--- config.mk ---
export PLATFORM = sky130hd
export DESIGN_NAME = fvr_front_flat
export DESIGN_NICKNAME = d
export VERILOG_FILES = /design/src/fvr_pkg.sv /design/src/fvr_if.sv /design/src/fvr_front.sv /design/src/flat_wrapper.sv
export SDC_FILE = /design/constraint.sdc
export NUM_CORES = 1
export LEC_CHECK = 0
export ABC_CLOCK_PERIOD_IN_PS = 6800
export BUFFER_PORTS_ARGS = -buffer_cell sky130_fd_sc_hd__buf_2
export CORE_MARGIN = 5
export CORE_UTILIZATION = 45
export DETAILED_ROUTE_END_ITERATION = 12
export HOLD_SLACK_MARGIN = 0.15
export PLACE_DENSITY = 0.76
export SLEW_MARGIN = 40
export SYNTH_ARGS = -nofsm -noshare
export SYNTH_HDL_FRONTEND = slang
export SYNTH_SLANG_ARGS = --single-unit
--- constraint.sdc ---
create_clock -name clk -period 6.8 [get_ports clk]
set_input_delay 1.7 -clock clk [delete_from_list [all_inputs] [get_ports clk]]
set_output_delay 1.7 -clock clk [all_outputs]
set_load 0.03 [all_outputs]
--- src/fvr_pkg.sv ---
// Package for the flocking velocity rules core: shared types, constants and
// saturation helpers. No dependencies.
`default_nettype none
package fvr_pkg;

  localparam int FLOCK_MEMBERS_DEF = 5;
  localparam int QUEUE_DEPTH = 2;
  localparam int POS_W = 24;
  localparam int MIGRATION_GAIN = 66;
  localparam int DIV_NUM_W = 34;
  localparam int DIV_DEN_W = 25;

  localparam logic signed [POS_W-1:0] MAX24 = 24'sh7FFFFF;
  localparam logic signed [POS_W-1:0] MIN24 = -24'sh800000;

  localparam logic [2:0] REG_SELF_INDEX  = 3'd0;
  localparam logic [2:0] REG_TARGET_X    = 3'd1;
  localparam logic [2:0] REG_TARGET_Z    = 3'd2;
  localparam logic [2:0] REG_COH_WEIGHT  = 3'd3;
  localparam logic [2:0] REG_DISP_WEIGHT = 3'd4;
  localparam logic [2:0] REG_ALIGN_WEIGHT = 3'd5;
  localparam logic [2:0] REG_COH_RADIUS  = 3'd6;
  localparam logic [2:0] REG_SEP_LIMIT   = 3'd7;

  localparam logic OP_UPDATE = 1'b0;
  localparam logic OP_STEER  = 1'b1;

  typedef struct packed {
    logic [2:0]              self_index;
    logic signed [POS_W-1:0] target_x;
    logic signed [POS_W-1:0] target_z;
    logic [15:0]             cohesion_weight;
    logic [15:0]             dispersion_weight;
    logic [15:0]             alignment_weight;
    logic [15:0]             cohesion_radius;
    logic [15:0]             separation_limit;
  } cfg_t;

  typedef struct packed {
    logic                    operation;
    logic [2:0]              member;
    logic signed [POS_W-1:0] pos_x;
    logic signed [POS_W-1:0] pos_z;
  } item_t;

  function automatic logic over24(input logic signed [47:0] v);
    over24 = (v > 48'(MAX24)) || (v < 48'(MIN24));
  endfunction

  function automatic logic signed [POS_W-1:0] sat24(input logic signed [47:0] v);
    if (v > 48'(MAX24)) begin
      sat24 = MAX24;
    end else if (v < 48'(MIN24)) begin
      sat24 = MIN24;
    end else begin
      sat24 = v[POS_W-1:0];
    end
  endfunction

endpackage
`default_nettype wire

--- src/fvr_if.sv ---
// Channel interfaces of the flocking velocity rules core: request in, result out.
// Depends on nothing.
`default_nettype none
interface fvr_in_if;
  logic               valid;
  logic               ready;
  logic               operation;
  logic [2:0]         member;
  logic signed [23:0] pos_x;
  logic signed [23:0] pos_z;
  modport source (output valid, operation, member, pos_x, pos_z, input ready);
  modport sink   (input valid, operation, member, pos_x, pos_z, output ready);
endinterface

`default_nettype wire

--- src/fvr_front.sv ---
// Front part: accepts requests, drops updates of members outside the table and
// queues the rest for the back part. Depends on fvr_pkg and fvr_if.
`default_nettype none
module fvr_front #(
  parameter int FLOCK_MEMBERS = fvr_pkg::FLOCK_MEMBERS_DEF
) (
  input  wire logic    clk,
  input  wire logic    rst,
  fvr_in_if.sink       in_ch,
  output fvr_pkg::item_t head,
  output logic         head_valid,
  input  wire logic    pop
);
  import fvr_pkg::*;

  localparam int PW = $clog2(QUEUE_DEPTH);

  item_t        q [QUEUE_DEPTH];
  logic [PW-1:0] wr_ptr;
  logic [PW-1:0] rd_ptr;
  logic [PW:0]   count;
  logic          accept;
  logic          keep;
  logic          push;
  logic          do_pop;

  always_comb begin
    in_ch.ready = count < (PW+1)'(QUEUE_DEPTH);
    accept      = in_ch.valid && in_ch.ready;
    keep        = (in_ch.operation == OP_STEER) || ({2'b00, in_ch.member} < 5'(FLOCK_MEMBERS));
    push        = accept && keep;
    head_valid  = count != '0;
    do_pop      = pop && head_valid;
    head        = q[rd_ptr];
  end

  always_ff @(posedge clk) begin
    if (rst) begin
      wr_ptr <= '0;
      rd_ptr <= '0;
      count  <= '0;
    end else begin
      if (push) begin
        q[wr_ptr] <= '{operation: in_ch.operation, member: in_ch.member,
                       pos_x: in_ch.pos_x, pos_z: in_ch.pos_z};
        wr_ptr    <= (wr_ptr == PW'(QUEUE_DEPTH - 1)) ? '0 : wr_ptr + 1'b1;
      end
      if (do_pop) begin
        rd_ptr <= (rd_ptr == PW'(QUEUE_DEPTH - 1)) ? '0 : rd_ptr + 1'b1;
      end
      count <= count + (PW+1)'(push) - (PW+1)'(do_pop);
    end
  end
endmodule
`default_nettype wire

--- src/flat_wrapper.sv ---
// flat-port wrapper written by rule: the top's interface ports become plain ports
module fvr_front_flat import fvr_pkg::*;
#(
  parameter int FLOCK_MEMBERS = fvr_pkg::FLOCK_MEMBERS_DEF
)
  (clk, rst, head, head_valid, pop, in_ch_valid, in_ch_operation, in_ch_member, in_ch_pos_x, in_ch_pos_z, in_ch_ready);
  fvr_in_if in_ch_i ();
  input  wire logic clk;
  input  wire logic rst;
  output fvr_pkg::item_t head;
  output logic head_valid;
  input  wire logic pop;
  input wire logic [$bits(in_ch_i.valid)-1:0] in_ch_valid;
  input wire logic [$bits(in_ch_i.operation)-1:0] in_ch_operation;
  input wire logic [$bits(in_ch_i.member)-1:0] in_ch_member;
  input wire logic [$bits(in_ch_i.pos_x)-1:0] in_ch_pos_x;
  input wire logic [$bits(in_ch_i.pos_z)-1:0] in_ch_pos_z;
  output wire logic [$bits(in_ch_i.ready)-1:0] in_ch_ready;
  assign in_ch_i.valid = in_ch_valid;
  assign in_ch_i.operation = in_ch_operation;
  assign in_ch_i.member = in_ch_member;
  assign in_ch_i.pos_x = in_ch_pos_x;
  assign in_ch_i.pos_z = in_ch_pos_z;
  assign in_ch_ready = in_ch_i.ready;
  fvr_front #(.FLOCK_MEMBERS(FLOCK_MEMBERS)) u_core (.clk(clk), .rst(rst), .in_ch(in_ch_i), .head(head), .head_valid(head_valid), .pop(pop));
endmodule
Word-level counts from Yosys, hierarchy flattened
Memory sizes are Yosys's and may differ from the RTL's. A register that Yosys moved wholly into a read port is not among the register bits.
Index checks and enable logic that the tools add are counted.
- word-level logic and storage cells: 22
- register bits after elaboration: 4
- memories kept: 1
- bits in writable memories: 104
- output and inout port bits: 54
- memories (name ; words ; bits a word ; read ports ; clocked after memory_dff ; wr ports ; RTL line ; source):
    u_core.q ; 2 ; 52 ; 1 ; 1 ; 1 ; fvr_front.sv:18 ; item_t q [QUEUE_DEPTH];
- $add $sub $neg: 4
- multiplexer cells: 7
- magnitude comparators: 2
- reductions and logical operators: 5
- operators by type and width (cell ; number):
    $mux 1 ; 7
    $logic_and 1x1->1 ; 3
    $lt 3x3->1 const B ; 1
    $add 1x1->1 const B ; 2
    $add 2x1->2 ; 1
    $lt 2x2->1 const B ; 1
    $reduce_bool 2->1 ; 1
    $sub 2x1->2 ; 1
    $logic_or 1x1->1 ; 1

Depth between registers and ports, before layout
Gate-level depths: netlist (run 1).
- word-level depth: 6
- mapped depth: 7
- mapped depth without buffers: 7

Least setup slack after synthesis (run 1)
No wires, ideal clock.
- kind: input to register
- from: in in_ch_valid
- to: mem u_core.q[1][0] (netlist bit) (enable)
- slack: 0.418 ns
- path buffers: 0
- data arrival time: 5.845 ns
- cell stages on the path: 3
- cells stage by stage: nor2b_1 > o21ai_2 > nor3b_1
- longest elaborated chain between the ends: 5
- ends and longest elaborated chain (what ; RTL line ; source):
    from (decl) ; flat_wrapper.sv:13 ; input wire logic [$bits(in_ch_i.valid)-1:0] in_ch_valid;
    $logic_and 1x1->1 ; fvr_front.sv:29 ; accept = in_ch.valid && in_ch.ready;
    $logic_and 1x1->1 ; fvr_front.sv:31 ; push = accept && keep;
    $mux 1 ; fvr_front.sv:43 ; if (push) begin
    $mux 1 ; fvr_front.sv:38 ; if (rst) begin
    $mux 1 (not written as such) ; fvr_front.sv:44 ; q[wr_ptr] <= '{operation: in_ch.operation, member: in_ch.member,
    to (decl) ; fvr_front.sv:18 ;
Every way passes these cells.

==> impl_metrics.csv, run 1 <==
group,metric,value,unit
timing,fin_crit,3768,ps
timing,setup_viol,0,
critical_path,rr_worst_depth,4,
global_routing,grt_max_degree,32,
critical_path,critPathLaunchType,"flop",
clock_tree,cts_tree,"done",
critical_path,worstPathArrival,2070,ps
clock_tree,cts_sinks,109,
clock_tree,htree_levels,3,
global_routing,grt-ovfl-total,0,
cells_and_area,final_common_cell,"buf_2",
power,leakage,1.811,nW
timing,clock.fmax,265.4,MHz
critical_path,worst-setup-path-type,"reg2out",
synthesis,seq_area_frac_synth,0.8002,
route,remaining_drc_errors,0,
route,drt_iter0_drc,62,
place,place.gp.congestion,0.7897,
global_routing,grt_antenna_before_repair,0,
clock_tree,cts-hold-fix-buffers,0,
route,vias_per_cell,4.794,
critical_path,crit_fanout,31,
cells_and_area,layout_common_cells,"109 x buf_2, 104 x edfxtp_1, 52 x mux2_1",
die,io_pins,110,
global_routing,grt_pass1_wl,10900,um
synthesis,yosys_warnings,0,
synthesis,synthCells,190,
route,drt_wl_total,6845,um
cells_and_area,nets,366,
place,hpwl,4725,um
timing,setup_ws,3032,ps
critical_path,worstReg2RegEnd,"u_core.q[1][27]",
timing,rsz0062_at_grt,"no",
die,start_util,0.4618,
timing,finalHoldViolCount,0,
clock_tree,clk_latency,350,ps
timing,tns,0,ps
status,status,"finished clean",
clock_tree,clk_path_buf_depth,2,
critical_path,r2r_setup_slack,5110,ps
cells_and_area,drive_above_1_share,0.4331,
critical_path,crit_path_end_kind,"output pin",
synthesis,ys_seq_elements,109,
critical_path,cp.required,5100,ps
power,power.density,331.2,nW/um^2
die,die_h,104.6,um
route,wl_per_cell,16.22,um
synthesis,synth_area,4028,sq um
die,num_rows,34,
timing,timing.slew.headroom,0.6615,
cells_and_area,area_delta_synth_final,20.88,%
timing,hold_slack,560.7,ps
synthesis,synthDistinctLibCells,20,
route,dr.pass1.iters,4,
die,die_w,104.6,um
route,ant_nets,0,
timing,period_share,0.5541,
cells_and_area,num_antenna_cells,0,
timing,skew,9.481,ps
timing,worst_pin_slew,507.8,ps
run,cap_violations,0,
power,ir_drop,0.0001699,V
critical_path,r2r-start,"u_core.count[1]",
clock_tree,postCtsSetupBuffers,0,
synthesis,syn_nets,247,
clock_tree,clk_pin_slew,90,ps
clock_tree,clockRootBuffer,"clkbuf_8",
place,dp_slack,3370,ps
global_routing,grt_pass1_vias,2243,
critical_path,endpoint,"head[25]",
timing,drv_slew,0,
hold_path,hold_class,"reg2reg",
route,dr_total_vias,2023,
clock_tree,numCtsBuffers,9,
clock_tree,post_cts_resized,0,
synthesis,syn_area_per_cell,21.20,sq um
place,port_buffers,109,
global_routing,track_usage,0.1246,
die,coreArea,8721,sq um
die,die-area,10940,sq um
worst max-delay path, cell delays in order (launching register included):
cell and delay (ps):
dfxtp_2 660, buf_4 480, mux2_1 390, buf_2 190
cells in the mapped netlist, drive strengths merged:
cell type  number  share of area
ha              1         0.0031
dfxtp           5          0.025
a21oi           1         0.0012
nand2b          2         0.0031
buf             6          0.015
xnor2           3         0.0084
or2             1         0.0016
nor2            5         0.0047
nor3            1         0.0012
mux2           52           0.15
and2            1         0.0022
inv             3         0.0028
edfxtp        104           0.78
o211ai          1         0.0031
nor2b           1         0.0016
o21ai           1         0.0022
xor2            1         0.0022
nor3b           1         0.0019
area by class of cell:
| cell class | count | area [sq um] |
|---|---|---|
| tap | 108 | 135.1 |
| clock buffer | 9 | 123.9 |
| timing repair buffer | 114 | 583.1 |
| sequential | 109 | 3224 |
| fill | 699 | 3852 |
| inverter | 3 | 11.26 |
| multi-input combinational | 72 | 742.0 |
| clock inverter | 7 | 48.80 |
flip-flops by register name (all words and copies together), names as in the netlist, named ones only:
signal and flops:
u_core.rd_ptr 1, u_core.count 2, u_core.wr_ptr 1, u_core.q 104
worst min path at each step:
| stage | to | slack, ps | cells after the start | from |
|---|---|---|---|---|
| CTS | flop | 570 | 2 | u_core.rd_ptr |
| detailed placement | flop | 550 | 2 | u_core.rd_ptr |
| global route | flop | 600 | 2 | u_core.rd_ptr |
| finish | flop | 560 | 2 | u_core.rd_ptr |
| floorplan | u_core.wr_ptr | 490 | 2 | u_core.wr_ptr |
| global placement | u_core.rd_ptr | 520 | 2 | u_core.rd_ptr |
report_power, final:
group	internal, mW	switching (mW)
combinational	0.152	0.290
sequential	0.794	0.0299
clock	0.136	0.211
total	1.08	0.530
per-stage QoR:
step                instance area (sq um)  instances  utilization  power [mW]
floorplan                            4028        190            -       1.178
global placement                     4696        406       0.5385       1.285
detailed placement                   4696        406       0.5385       1.290
CTS                                  4868        422       0.5583       1.637
global route                         4868        422       0.5583       1.693
finish                               4868        422       0.5583       1.612
per-layer routing:
layer	routed length, um	vias up	global-route usage
li1	-	972	-
met1	2833	967	0.1543
met2	3467	74	0.2122
met3	463	10	0.03453
met4	80	0	0.04110
met5	0	-	0
cell families after synthesis:
kind of cell               after synthesis  share of synthesized area
muxes                                   52                     0.1454
adders and majority gates                1                   0.003106
buffers and inverters                    9                    0.01802
AOI/OAI and AO/OA                        3                   0.006522
xor gates and xnor gates                 4                    0.01056
DFF                                    109                     0.8003
and+or+nand+nor                         12                    0.01616
Power figures use the tool's default switching activity.
==> run 2, diff against run 1 <==
- ABC_CLOCK_PERIOD_IN_PS: 6800 -> 3890
- clock period: 6.8 -> 3.89 ns (I/O delays scaled with it)
==> impl_metrics.csv, run 2 (synthesis gave the netlist of run 1 again) <==
group,metric,value,unit
place,dp_slack,1456,ps
die,io_pins,110,
cells_and_area,largest_register_ffs,104,
critical_path,cp.required,2920,ps
clock_tree,clockRootBuffer,"clkbuf_8",
route,dr.pass1.iters,4,
clock_tree,cts_tree,"done",
clock_tree,cts_sinks,109,
power,switching_share,0.3272,
cells_and_area,largestRegisters,"u_core.q x104, u_core.count x2",
clock_tree,htree_levels,3,
place,hpwl,4721,um
critical_path,endpoint,"head[46]",
global_routing,grt_antenna_before_repair,1,
clock_tree,numCtsBuffers,9,
route,ant_nets,0,
power,p_sw,0.9195,mW
power,seqPwrFrac,0.504,
power,pwr-share-clk,0.211,
route,wl_per_cell,16.40,um
cells_and_area,num_antenna_cells,0,
cells_and_area,final_common_cell,"buf_2",
clock_tree,postCtsSetupBuffers,0,
power,ir_drop,0.0003930,V
die,start_util,0.4618,
critical_path,r2r-start,"u_core.count[1]",
power,power.internal,1.891,mW
place,port_buffers,109,
global_routing,grt_pass1_wl,11070,um
power,combPwrFrac,0.285,
die,num_rows,34,
die,die_h,104.6,um
clock_tree,clk_pin_slew,100,ps
global_routing,grt_util_met1,0.1516,
cells_and_area,nets,366,
global_routing,met3_usage,0.05179,
timing,fin_crit,2801,ps
global_routing,track_usage,0.1284,
global_routing,met2_usage,0.2181,
route,remaining_drc_errors,0,
die,die-area,10940,sq um
timing,skew,8.288,ps
place,place.gp.congestion,0.6839,
cells_and_area,layout_common_cells,"109 x buf_2, 104 x edfxtp_1, 52 x mux2_1",
die,coreArea,8721,sq um
global_routing,top_usage_layer,"met2",
timing,timing.slew.headroom,0.5388,
route,dr_total_vias,2063,
timing,clock.fmax,357.1,MHz
critical_path,crit_fanout,52,
timing,tns,0,ps
die,die_w,104.6,um
power,finalPower,2.811,mW
route,drt_iter0_drc,35,
clock_tree,clk_latency,350,ps
clock_tree,cts-hold-fix-buffers,0,
critical_path,critPathLaunchType,"flop",
cells_and_area,area_delta_synth_final,21.06,%
timing,drv_slew,0,
cells_and_area,fillCellCount,698,
route,vias_per_cell,4.889,
route,drt_wl_total,6922,um
hold_path,hold_class,"reg2reg",
timing,rsz0062_at_grt,"no",
critical_path,crit_path_end_kind,"output pin",
timing,period_share,0.7200,
global_routing,grt_pass1_vias,2195,
critical_path,rr_worst_depth,4,
critical_path,worstReg2RegEnd,"u_core.q[1][6]",
timing,worst_pin_slew,691.8,ps
clock_tree,post_cts_resized,0,
timing,setup_ws,1089,ps
critical_path,r2r_setup_slack,2210,ps
run,cap_violations,0,
power,leakage,1.803,nW
timing,setup_viol,0,
timing,finalHoldViolCount,0,
status,status,"finished clean",
global_routing,grt_max_degree,53,
cells_and_area,top_register,"u_core.q",
cells_and_area,drive_above_1_share,0.4268,
critical_path,worst-setup-path-type,"reg2out",
critical_path,worstPathArrival,1830,ps
power,power.density,576.4,nW/um^2
global_routing,grt-ovfl-total,0,
clock_tree,clk_path_buf_depth,2,
[run 2: area by class of cell]
cell class,instances,area (sq um),area share
Inverter,3,11.26,0.002309
Multi-Input combinational cell,72,754.5,0.1547
Clock buffer,11,131.4,0.02694
Clock inverter,5,36.28,0.007442
Tap cell,108,135.1,0.02771
Timing Repair Buffer,114,583.1,0.1196
Sequential cell,109,3224,0.6613
[run 2: critical path, cell delays in order, from the launching register on]
cell	delay, ps
dfxtp_2	320
buf_4	510
mux2_1	390
buf_2	190
[run 2: stage by stage]
stage,utilization,area (sq um),hold WS [ps],cells
after global placement,0.5399,4708,522.6,406
after global routing,0.5591,4876,587.5,422
after CTS,0.5591,4876,557.1,422
final,0.5591,4876,556.9,422
after detailed placement,0.5399,4708,527.4,406
after floorplan,-,4038,505.3,190
[run 2: metal layers]
metal / part of all wire / vias up
li1: - / 972
met1: 0.41 / 1021
met2: 0.51 / 66
met3: 0.075 / 2
met4: 0.00014 / 2
met5: 0.0019 / -
[run 2: worst min-delay path by stage]
| stage | from | end | slack (ps) | depth (start not counted) |
|---|---|---|---|---|
| finish | u_core.rd_ptr | u_core.rd_ptr | 560 | 2 |
| global route | u_core.rd_ptr | u_core.rd_ptr | 590 | 2 |
| CTS | u_core.rd_ptr | u_core.rd_ptr | 560 | 2 |
| detailed placement | u_core.rd_ptr | flop | 530 | 2 |
| global placement | u_core.rd_ptr | u_core.rd_ptr | 520 | 2 |
| floorplan | u_core.rd_ptr | flop | 510 | 2 |
[run 2: power groups by stage]
stage               combinational, mW  sequential [mW]  clock [mW]
floorplan                       0.618             1.44           0
global placement                0.811             1.44           0
detailed placement              0.818             1.44           0
CTS                             0.821             1.42       0.620
global route                    0.857             1.42       0.673
finish                          0.800             1.42       0.594
==> run 3, diff against run 2 <==
- ABC_CLOCK_PERIOD_IN_PS: 3890 -> 2400
- PLACE_DENSITY: 0.76 -> 0.79
- clock period: 3.89 -> 2.4 ns (I/O delays scaled with it)
==> impl_metrics.csv, run 3 (synthesis gave the netlist of run 1 again) <==
group,metric,value,unit
cells_and_area,seqCellArea,3224,sq um
critical_path,worst-setup-path-type,"reg2out",
cells_and_area,num_antenna_cells,0,
cells_and_area,largestRegisters,"u_core.q x104, u_core.count x2",
route,dr.pass1.iters,4,
power,combPwrFrac,0.278,
timing,timing.slew.headroom,0.6840,
timing,setup_viol,0,
clock_tree,clockRootBuffer,"clkbuf_8",
place,hpwl,4751,um
timing,fin_crit,2258,ps
critical_path,slowest_stage,"dfxtp_2",
route,drt_wl_total,6796,um
route,ant_nets,0,
route,remaining_drc_errors,0,
critical_path,cp.required,1800,ps
power,power.internal,3.230,mW
place,port_buffers,109,
timing,worst_pin_slew,474.0,ps
critical_path,worstPathArrival,1660,ps
timing,drv_slew,0,
power,pwr-share-clk,0.230,
global_routing,track_usage,0.1289,
clock_tree,htree_levels,3,
place,dp_slack,442.9,ps
critical_path,worstPathCellList,"buf_12 > mux2_1 > buf_2",
cells_and_area,final_common_cell,"buf_2",
hold_path,hold_class,"in2reg",
timing,period_share,0.9407,
power,p_sw,1.487,mW
global_routing,grt_antenna_before_repair,1,
critical_path,crit_path_end_kind,"output pin",
die,die-area,10940,sq um
global_routing,grt_pass1_vias,2212,
run,cap_violations,0,
cells_and_area,multi_input_area,784.5,sq um
clock_tree,cts_tree,"done",
power,switching_share,0.3152,
clock_tree,clk_path_buf_depth,2,
cells_and_area,largest_register_ffs,104,
clock_tree,cts-hold-fix-buffers,0,
timing,hold_slack,434.7,ps
clock_tree,cts_sinks,109,
die,die_h,104.6,um
power,leakage,1.844,nW
status,status,"finished clean",
route,dr_total_vias,2053,
critical_path,critPathLaunchType,"flop",
route,wl_per_cell,16.07,um
cells_and_area,drive_above_1_share,0.4413,
timing,setup_ws,142.3,ps
die,io_pins,110,
die,num_rows,34,
die,die_w,104.6,um
clock_tree,postCtsSetupBuffers,0,
cells_and_area,layout_common_cells,"109 x buf_2, 104 x edfxtp_1, 52 x mux2_1",
critical_path,critPathMaxStageDelay,490,ps
power,power.density,951.2,nW/um^2
clock_tree,clk_pin_slew,100,ps
timing,rsz0062_at_grt,"no",
global_routing,grt-ovfl-total,0,
cells_and_area,area_delta_synth_final,23.11,%
global_routing,grt_max_degree,37,
die,start_util,0.4618,
timing,finalHoldViolCount,0,
global_routing,grt_pass1_wl,11140,um
route,vias_per_cell,4.853,
timing,tns,0,ps
clock_tree,numCtsBuffers,9,
power,finalPower,4.716,mW
cells_and_area,nets,367,
place,place.gp.congestion,0.6989,
clock_tree,post_cts_resized,0,
clock_tree,clk_latency,350,ps
timing,skew,7.676,ps
route,drt_iter0_drc,70,
power,seqPwrFrac,0.491,
power,ir_drop,0.0005420,V
cells_and_area,fin_cells,423,
timing,clock.fmax,442.9,MHz
critical_path,crit_fanout,36,
cells_and_area,fillCellCount,688,
cells_and_area,top_register,"u_core.q",
place,placed_cells,407,
die,coreArea,8721,sq um
==> run 3: final cells by class <==
cell class / count / share of cell area
clock inverters: 4 / 0.01110
inverters: 3 / 0.002271
well taps: 108 / 0.02725
clock buffers: 12 / 0.02927
flip-flops and latches: 109 / 0.6503
multi-input cells: 72 / 0.1582
repair buffers: 115 / 0.1216
==> run 3: per-layer routing <==
metal | up-vias | global-route usage | part of all wire
met5 | - | 0 | 0.0019
met4 | 2 | 0.02740 | 0.0090
met3 | 9 | 0.04747 | 0.071
met2 | 67 | 0.2271 | 0.53
met1 | 1001 | 0.1515 | 0.39
li1 | 974 | - | -
==> run 3: worst paths after layout <==
kind | depth (start not counted) | endpoint | slack (ps) | startpoint
max | 3 | head[3] | 140 | flop
min | 1 | u_core.q[0][16] | 430 | in_ch_pos_z[16]
max reg2reg | 4 | u_core.q[1][42] | 780 | u_core.count[1]
min reg2reg | 2 | u_core.rd_ptr | 560 | u_core.rd_ptr
==> run 3: power groups by stage <==
stage	Combinational (mW)	Sequential, mW	Clock (mW)
finish	1.31	2.32	1.09
global route	1.42	2.34	1.22
CTS	1.34	2.32	1.14
detailed placement	1.34	2.37	0
global placement	1.33	2.35	0
floorplan	1.01	2.33	0
==> run 3: worst max-delay path: cells and delay by family, from the launching register on <==
kind,cells,cell delay (ps)
multiplexers,1,360
buffers and inverters,2,440
flip-flops,1,490
==> run 3: metrics by stage <==
step | area [sq um] | util
after floorplan | 4080 | -
after global placement | 4758 | 0.5456
after detailed placement | 4758 | 0.5456
after CTS | 4959 | 0.5686
after global routing | 4959 | 0.5686
final | 4959 | 0.5686
